$ cat config.mk
export PLATFORM = sky130hd
export DESIGN_NAME = stuffed_frame_encoder_crc16_core_flat
export DESIGN_NICKNAME = d
export VERILOG_FILES = /design/src/rtl/sfe_pkg.sv /design/src/rtl/sfe_in_if.sv /design/src/rtl/sfe_out_if.sv /design/src/rtl/sfe_front.sv /design/src/rtl/sfe_fifo.sv /design/src/rtl/sfe_back.sv /design/src/rtl/stuffed_frame_encoder_crc16_core.sv /design/src/flat_wrapper.sv
export SDC_FILE = /design/constraint.sdc
export NUM_CORES = 1
export LEC_CHECK = 0
export ABC_AREA = 1
export BUFFER_PORTS_ARGS = -buffer_cell sky130_fd_sc_hd__buf_2
export CORE_UTILIZATION = 40
export DETAILED_ROUTE_END_ITERATION = 8
export PLACE_DENSITY = 0.66
export REMOVE_ABC_BUFFERS = 1
export SYNTH_ARGS = -nofsm -noshare
export SYNTH_HDL_FRONTEND = slang
export SYNTH_SLANG_ARGS = --single-unit
export TNS_END_PERCENT = 50
$ cat constraint.sdc
create_clock -name clk -period 4 [get_ports clk]
set_input_delay 0.2 -clock clk [delete_from_list [all_inputs] [get_ports clk]]
set_output_delay 0.2 -clock clk [all_outputs]
set_load 0.02 [all_outputs]
$ cat src/rtl/sfe_pkg.sv
package sfe_pkg;

  localparam logic [7:0]  ByteStx  = 8'h02;
  localparam logic [7:0]  ByteEsc  = 8'h10;
  localparam logic [7:0]  ByteFlag = 8'h80;
  localparam logic [15:0] CrcPoly  = 16'h8005;
  localparam logic [15:0] CrcInit  = 16'hFFFF;

  localparam int QDepth = 2;
  localparam int QPtrW  = $clog2(QDepth);
  localparam int QCntW  = $clog2(QDepth + 1);

  localparam logic ReqStart = 1'b0;
  localparam logic ReqParam = 1'b1;

  typedef enum logic [1:0] {
    CMD_START,
    CMD_PARAM,
    CMD_ERROR
  } cmd_kind_t;

  // one classified input item travelling from front to back
  typedef struct packed {
    cmd_kind_t  kind;
    logic [7:0] value;
    logic [7:0] count;
    logic       crc_after;
  } cmd_t;

  typedef enum logic [2:0] {
    PH_IDLE,
    PH_STX,
    PH_LEN0,
    PH_LEN1,
    PH_VAL,
    PH_CRCHI,
    PH_CRCLO
  } phase_t;

  function automatic logic [15:0] crc_update(input logic [15:0] crc, input logic [7:0] b);
    logic [15:0] c;
    logic [7:0]  v;
    logic        top;
    c = crc;
    v = b;
    for (int i = 0; i < 8; i++) begin
      top = c[15] ^ v[7];
      c   = {c[14:0], 1'b0};
      if (top) begin
        c = c ^ CrcPoly;
      end
      v = {v[6:0], 1'b0};
    end
    return c;
  endfunction

endpackage

$ cat src/rtl/sfe_in_if.sv
interface sfe_in_if;
  logic       valid;
  logic       ready;
  logic       req_type;
  logic [7:0] byte_value;
  logic [7:0] param_count;

  modport source (output valid, output req_type, output byte_value, output param_count,
                  input ready);
  modport sink (input valid, input req_type, input byte_value, input param_count,
                output ready);
endinterface

$ cat src/rtl/sfe_out_if.sv
interface sfe_out_if;
  logic       valid;
  logic       ready;
  logic [7:0] wire_byte;
  logic       last_of_run;
  logic       frame_end;
  logic       seq_error;

  modport source (output valid, output wire_byte, output last_of_run, output frame_end,
                  output seq_error, input ready);
  modport sink (input valid, input wire_byte, input last_of_run, input frame_end,
                input seq_error, output ready);
endinterface

$ cat src/rtl/sfe_front.sv
module sfe_front (
  input  logic          clk,
  input  logic          rst,
  sfe_in_if.sink        cmd,
  output sfe_pkg::cmd_t q_data,
  output logic          q_push,
  input  logic          q_full
);
  import sfe_pkg::*;

  logic       frame_open;
  logic       frame_open_next;
  logic [7:0] params_left;
  logic [7:0] params_left_next;
  logic       accept;

  assign cmd.ready = !q_full;
  assign accept    = cmd.valid && !q_full;
  assign q_push    = accept;

  always_comb begin
    q_data           = '0;
    q_data.value     = cmd.byte_value;
    q_data.count     = cmd.param_count;
    frame_open_next  = frame_open;
    params_left_next = params_left;
    if (cmd.req_type == ReqStart) begin
      q_data.kind      = CMD_START;
      q_data.crc_after = (cmd.param_count == 8'd0);
      frame_open_next  = (cmd.param_count != 8'd0);
      params_left_next = cmd.param_count;
    end else if (!frame_open) begin
      q_data.kind = CMD_ERROR;
    end else begin
      q_data.kind      = CMD_PARAM;
      q_data.crc_after = (params_left == 8'd1);
      params_left_next = params_left - 8'd1;
      frame_open_next  = (params_left != 8'd1);
    end
  end

  always_ff @(posedge clk) begin
    if (rst) begin
      frame_open  <= 1'b0;
      params_left <= '0;
    end else if (accept) begin
      frame_open  <= frame_open_next;
      params_left <= params_left_next;
    end
  end

endmodule

$ cat src/rtl/sfe_fifo.sv
module sfe_fifo (
  input  logic          clk,
  input  logic          rst,
  input  logic          push,
  input  sfe_pkg::cmd_t wr_data,
  output logic          full,
  input  logic          pop,
  output sfe_pkg::cmd_t rd_data,
  output logic          not_empty
);
  import sfe_pkg::*;

  cmd_t             entries [QDepth];
  logic [QPtrW-1:0] wr_ptr;
  logic [QPtrW-1:0] rd_ptr;
  logic [QCntW-1:0] count;
  logic             do_push;
  logic             do_pop;

  assign full      = (count == QCntW'(QDepth));
  assign not_empty = (count != '0);
  assign do_push   = push && !full;
  assign do_pop    = pop && not_empty;
  assign rd_data   = entries[rd_ptr];

  always_ff @(posedge clk) begin
    if (do_push) begin
      entries[wr_ptr] <= wr_data;
    end
  end

  always_ff @(posedge clk) begin
    if (rst) begin
      wr_ptr <= '0;
      rd_ptr <= '0;
      count  <= '0;
    end else begin
      if (do_push) begin
        wr_ptr <= (wr_ptr == QPtrW'(QDepth - 1)) ? '0 : wr_ptr + 1'b1;
      end
      if (do_pop) begin
        rd_ptr <= (rd_ptr == QPtrW'(QDepth - 1)) ? '0 : rd_ptr + 1'b1;
      end
      case ({do_push, do_pop})
        2'b10:   count <= count + 1'b1;
        2'b01:   count <= count - 1'b1;
        default: count <= count;
      endcase
    end
  end

endmodule

$ cat src/rtl/sfe_back.sv
module sfe_back (
  input  logic          clk,
  input  logic          rst,
  input  sfe_pkg::cmd_t head,
  input  logic          head_valid,
  output logic          pop,
  sfe_out_if.source     tx
);
  import sfe_pkg::*;

  phase_t      phase;
  phase_t      phase_next;
  phase_t      cur_phase;
  logic        esc_second;
  logic        esc_second_next;
  logic [15:0] crc;
  logic [15:0] crc_new;
  logic [15:0] snap;
  logic        emit;
  logic        is_err;
  logic [7:0]  raw;
  logic        need_esc;
  logic        byte_done;
  logic [7:0]  obyte;
  logic        olast;
  logic        oend;

  logic        ov;
  logic [7:0]  o_byte;
  logic        o_last;
  logic        o_end;
  logic        o_err;

  assign emit   = head_valid && (!ov || tx.ready);
  assign is_err = (head.kind == CMD_ERROR);

  // output decode of the current phase
  always_comb begin
    if (phase == PH_IDLE) begin
      cur_phase = (head.kind == CMD_START) ? PH_STX : PH_VAL;
    end else begin
      cur_phase = phase;
    end
    case (cur_phase)
      PH_STX:   raw = ByteStx;
      PH_LEN0:  raw = 8'd0;
      PH_LEN1:  raw = head.count + 8'd1;
      PH_VAL:   raw = head.value;
      PH_CRCHI: raw = snap[15:8];
      PH_CRCLO: raw = snap[7:0];
      default:  raw = 8'd0;
    endcase
    need_esc = (cur_phase != PH_STX) && ((raw == ByteStx) || (raw == ByteEsc));
    if (need_esc && !esc_second) begin
      obyte     = ByteEsc;
      byte_done = 1'b0;
    end else begin
      obyte     = esc_second ? (raw | ByteFlag) : raw;
      byte_done = 1'b1;
    end
    olast = is_err || (byte_done &&
            ((cur_phase == PH_VAL && !head.crc_after) || cur_phase == PH_CRCLO));
    oend  = !is_err && byte_done && (cur_phase == PH_CRCLO);
    if (is_err) begin
      obyte = 8'd0;
    end
    crc_new = crc_update((cur_phase == PH_STX) ? CrcInit : crc, obyte);
  end

  // next phase
  always_comb begin
    phase_next      = phase;
    esc_second_next = esc_second;
    if (emit && !is_err) begin
      esc_second_next = need_esc && !esc_second;
      if (byte_done) begin
        case (cur_phase)
          PH_STX:   phase_next = PH_LEN0;
          PH_LEN0:  phase_next = PH_LEN1;
          PH_LEN1:  phase_next = PH_VAL;
          PH_VAL:   phase_next = head.crc_after ? PH_CRCHI : PH_IDLE;
          PH_CRCHI: phase_next = PH_CRCLO;
          PH_CRCLO: phase_next = PH_IDLE;
          default:  phase_next = PH_IDLE;
        endcase
      end
    end
  end

  assign pop = emit && olast;

  always_ff @(posedge clk) begin
    if (rst) begin
      phase      <= PH_IDLE;
      esc_second <= 1'b0;
      crc        <= CrcInit;
    end else begin
      phase      <= phase_next;
      esc_second <= esc_second_next;
      if (emit && !is_err) begin
        crc <= crc_new;
      end
    end
  end

  // checksum is frozen once the last value byte has gone through it
  always_ff @(posedge clk) begin
    if (emit && !is_err && byte_done && cur_phase == PH_VAL) begin
      snap <= crc_new;
    end
  end

  always_ff @(posedge clk) begin
    if (rst) begin
      ov <= 1'b0;
    end else if (emit) begin
      ov <= 1'b1;
    end else if (tx.ready) begin
      ov <= 1'b0;
    end
  end

  always_ff @(posedge clk) begin
    if (emit) begin
      o_byte <= obyte;
      o_last <= olast;
      o_end  <= oend;
      o_err  <= is_err;
    end
  end

  assign tx.valid       = ov;
  assign tx.wire_byte   = o_byte;
  assign tx.last_of_run = o_last;
  assign tx.frame_end   = o_end;
  assign tx.seq_error   = o_err;

  a_end_is_last: assert property (@(posedge clk) disable iff (rst)
    ov && o_end |-> o_last)
    else $error("frame end beat not marked last");

  a_err_beat: assert property (@(posedge clk) disable iff (rst)
    ov && o_err |-> o_last && !o_end && o_byte == 8'd0)
    else $error("error beat malformed");

  // a parameter byte keeps the idle phase while its escape is pending
  a_esc_phase: assert property (@(posedge clk) disable iff (rst)
    esc_second |-> head_valid && phase != PH_STX)
    else $error("escape pending outside a byte");

  a_pop_idle: assert property (@(posedge clk) disable iff (rst)
    pop && !is_err |=> phase == PH_IDLE && !esc_second)
    else $error("item retired mid sequence");

endmodule

$ cat src/rtl/stuffed_frame_encoder_crc16_core.sv
// Serial command frame encoder. A start item sends STX, the escaped length bytes 0 and
// 1+count and the escaped command byte; each parameter item sends its escaped byte; the
// escaped CRC-16 (poly 0x8005, init 0xFFFF, over every wire byte from STX up to it) follows
// the last parameter, or the command byte when count is 0. A parameter with no open frame
// gives one beat with seq_error set. The front classifies items into a two-entry queue and
// takes a new item every cycle while the queue has room; the back sends one wire byte per
// cycle through an output register while tx is ready, and an item has 1 or 2 output beats
// for a parameter, 4 to 6 for a start, plus 2 to 4 when the CRC is appended.
module stuffed_frame_encoder_crc16_core (
  input  logic      clk,
  input  logic      rst,
  sfe_in_if.sink    cmd,
  sfe_out_if.source tx
);
  import sfe_pkg::*;

  cmd_t q_wr;
  cmd_t q_head;
  logic q_push;
  logic q_full;
  logic q_pop;
  logic q_valid;

  sfe_front u_front (
    .clk    (clk),
    .rst    (rst),
    .cmd    (cmd),
    .q_data (q_wr),
    .q_push (q_push),
    .q_full (q_full)
  );

  sfe_fifo u_fifo (
    .clk       (clk),
    .rst       (rst),
    .push      (q_push),
    .wr_data   (q_wr),
    .full      (q_full),
    .pop       (q_pop),
    .rd_data   (q_head),
    .not_empty (q_valid)
  );

  sfe_back u_back (
    .clk        (clk),
    .rst        (rst),
    .head       (q_head),
    .head_valid (q_valid),
    .pop        (q_pop),
    .tx         (tx)
  );

endmodule
$ cat src/flat_wrapper.sv
// flat-port wrapper written by rule: the top's interface ports become plain ports
module stuffed_frame_encoder_crc16_core_flat import sfe_pkg::*;
  (clk, rst, cmd_valid, cmd_req_type, cmd_byte_value, cmd_param_count, cmd_ready, tx_valid, tx_wire_byte, tx_last_of_run, tx_frame_end, tx_seq_error, tx_ready);
  sfe_in_if cmd_i ();
  sfe_out_if tx_i ();
  input  logic clk;
  input  logic rst;
  input wire logic [$bits(cmd_i.valid)-1:0] cmd_valid;
  input wire logic [$bits(cmd_i.req_type)-1:0] cmd_req_type;
  input wire logic [$bits(cmd_i.byte_value)-1:0] cmd_byte_value;
  input wire logic [$bits(cmd_i.param_count)-1:0] cmd_param_count;
  output wire logic [$bits(cmd_i.ready)-1:0] cmd_ready;
  output wire logic [$bits(tx_i.valid)-1:0] tx_valid;
  output wire logic [$bits(tx_i.wire_byte)-1:0] tx_wire_byte;
  output wire logic [$bits(tx_i.last_of_run)-1:0] tx_last_of_run;
  output wire logic [$bits(tx_i.frame_end)-1:0] tx_frame_end;
  output wire logic [$bits(tx_i.seq_error)-1:0] tx_seq_error;
  input wire logic [$bits(tx_i.ready)-1:0] tx_ready;
  assign cmd_i.valid = cmd_valid;
  assign cmd_i.req_type = cmd_req_type;
  assign cmd_i.byte_value = cmd_byte_value;
  assign cmd_i.param_count = cmd_param_count;
  assign cmd_ready = cmd_i.ready;
  assign tx_valid = tx_i.valid;
  assign tx_wire_byte = tx_i.wire_byte;
  assign tx_last_of_run = tx_i.last_of_run;
  assign tx_frame_end = tx_i.frame_end;
  assign tx_seq_error = tx_i.seq_error;
  assign tx_i.ready = tx_ready;
  stuffed_frame_encoder_crc16_core u_core (.clk(clk), .rst(rst), .cmd(cmd_i), .tx(tx_i));
endmodule
==> results.md <==
- Die Height: 113 um
- Final slew viol count: 0
- Mapped Avg Cell Area: 8.69 um2
- Hold buffers post-CTS: 0
- Synth area leaders: edfxtp_1 (39%), dfxtp_1 (14%), nand2_1 (12%), inv_1 (4.9%), nand3_1 (4.2%)
- Root Buffer: clkbuf_16
- RSZ-0062 raised after global routing: false
- I/O pins: 34
- Leading cell type in the layout, fill and taps excluded: nand2_1
- Top FF cell, synth: edfxtp_1
- Slew HR: 0.586
- Clock Path Buffers: 2
- CTS Buf Count: 9
- N_diodes: 0
- Synth cell types: 39
- Setup TNS: 0 ns
- Routed via count: ~3900
- Final nets: approximately 630
- Antenna Violating Nets Remaining: 0
- DR pass1 iterations: 6
- Status: completed
- Clock skew: 0.00719 ns
- Commonest cells after routing, fill and taps aside: nand2_1 (161), inv_1 (65), edfxtp_1 (65), nand3_1 (42)
- M1 wire length: around 4.7 mm
- RePlAce Congestion: 0.952
- Final hold vios: 0
- Critical setup path kind: reg -> reg
- Critical Path RT: 4.10 ns
- Post-CTS setup buffer count: 0
- Hold Slack: 0.0412 ns
- Crit. End Element: flip-flop
- Worst path arrival time: roughly 3.5 ns
- Sequential area share after synthesis: 0.535
- Reg-to-reg endpoint: u_core.u_back.snap[15]$_DFFE_PP_
- Share of cells above drive strength 1: 0.188
- Cell row count: 40
- Critical path destination: u_core.u_back.snap[15]$_DFFE_PP_
- Largest area contributor in the netlist: edfxtp_1
- Synthesized cell area: 4960 um2
- Post-route minimum period: 3.41 ns
- Initial core utilization: 0.411
- Worst Max-Slew Pin Slew: 0.621 ns
- Top-area cell type share of the netlist area: 0.394
- DR vias/cell: about 5.0
- Post-synth ARST share: 0
- Max-cap violations: 0
- H-tree depth: 3
- Final WL: 10.9 mm
- Port Buf Inserts: 33
- Global-route wire length before repair: 17.7 mm
- Reg clk slew, reported paths: 0.07 ns
- Routed length on met3: 659 um
- Number of enable flip-flop cells after synthesis: 65
- Drt first-iter violations: 290
- Multi-input gate area: 1960 um2
- Reg2reg setup slack: between 0.5 and 0.6 ns
- Vias in the first global route: around 3600
- Gate Count Post-Synth: 570
- Top Metal Used: met4
- CP Max Fanout: 20
- Tcrit/Tclk final: 0.852
- Worst Setup Start Kind: flip-flop
- Post-CTS resize count: 0
- Fill count: 1094
- HP Class: in -> reg
- DRC errors left: 0
- Largest net degree at the start of global routing: 25
- CORE AREA: ~12000 um2
- Setup violators final: 0
- Worst-Skew Late Latency: between 0.3 and 0.4 ns
- DP HPWL: 8.09 mm
- Metal2 WL: 5.20 mm
- Horiz. Die Dim: 113 um
- Max Fclk: between 0.2 and 0.3 GHz
- Routed length per placed instance: 14.0 um
- Die Area: 12800 um2
- P&R area growth vs syn: 13.3%
- Yosys reg bits: 100
- CTS tree: yes
- Initial antenna violation count: 0
- Register area: 2650 um2
- YS warnings: 0
- FF-to-FF path depth: 26
- CTS Sinks: 100
- Total gr overflow: 0
- Overall Global Routing Usage: 0.181
## worst min-delay path by stage
stage / endpoint / start / slack (ns) / depth (start not counted)
after global routing: u_core.u_fifo.entries[1][14]$_DFFE_PP_ / cmd_byte_value[5] / 0.04 / 1
after global placement: u_core.u_fifo.entries[1][14]$_DFFE_PP_ / cmd_byte_value[5] / 0.39 / 1
after detailed placement: u_core.u_fifo.entries[0][14]$_DFFE_PP_ / cmd_byte_value[5] / 0.40 / 1
final: u_core.u_fifo.entries[0][14]$_DFFE_PP_ / cmd_byte_value[5] / 0.04 / 1
after CTS: u_core.u_fifo.entries[0][14]$_DFFE_PP_ / cmd_byte_value[5] / 0.03 / 1
after floorplan: u_core.u_front.params_left[2]$_SDFFE_PP0P_ / rst / 0.27 / 1
## sequential cells by signal (all words and copies together), names as in the netlist, 2 cells and up, named ones only
| signal | count |
|---|---|
| u_core.u_fifo.entries | 38 |
| u_core.u_back.crc | 16 |
| u_core.u_back.snap | 16 |
| u_core.u_back.tx.wire_byte | 8 |
| u_core.u_front.params_left | 8 |
| u_core.u_back.phase | 3 |
| u_core.u_fifo.count | 2 |
## final cells by class
class                   instances  share of cell area
clock buffers                  11              0.0490
flip-flops and latches        100               0.472
multi-input cells             385               0.350
well taps                     168              0.0374
inverters                      72              0.0481
clock inverters                 5             0.00713
repair buffers                 38              0.0361
## critical path, cell delays in order, from the launching register on
cell and delay [ns]:
dfxtp_1 0.35, buf_4 0.24, nand2_1 0.11, nand2_2 0.11, ha_1 0.19, nand3_2 0.13
nor2_4 0.15, nor2_1 0.05, nand2_1 0.06, nand2_1 0.07, nor2_2 0.12, o21ai_0 0.10
nand2_1 0.09, nand3_2 0.12, nand2_2 0.11, nand2_2 0.07, nand2_2 0.09, nand2_2 0.06
nand2_2 0.07, nand3_2 0.09, nand2_2 0.08, nand2_2 0.06, nand3_1 0.15, nand2_2 0.11
nand2_1 0.11, nand3b_1 0.10, and2_1 0.15
## kinds of logic after synthesis
group           Yosys count  share of synthesized area
compound gates           73                     0.0833
flops                   100                      0.535
buf+inv                  85                     0.0687
fa+ha+maj                 4                     0.0101
xor+xnor                 12                     0.0227
simple gates            296                      0.280
## per-stage QoR
step	cells	instance area, um2	utilization	setup slack [ns]
6_report	779	5610	0.465	0.593
2_1_floorplan	557	4890	-	0.767
3_5_place_dp	763	5300	0.439	0.667
4_1_cts	779	5610	0.465	0.636
5_1_grt	779	5610	0.465	0.300
3_3_place_gp	763	5300	0.439	0.877
## synth_stat cells (all sizes together) (4+ instances only)
library cell and instances:
nor2 38, xnor2 4, dfxtp 35, buf 6, inv 72, a21oi 35, o21ai 21, clkbuf 7
ha 4, or2 13, o211ai 7, nand3 51, edfxtp 65, xor2 8, nand2 185
## routing by layer
layer	global-route usage	vias to the layer above
met5	0	-
met2	0.294	124
met3	0.0305	23
met1	0.231	1814
li1	-	1941
met4	0.100	0
Power is left out: the tool's default activity adds up to more than one toggle a clock period on the data nets, which glitch-free logic cannot reach.
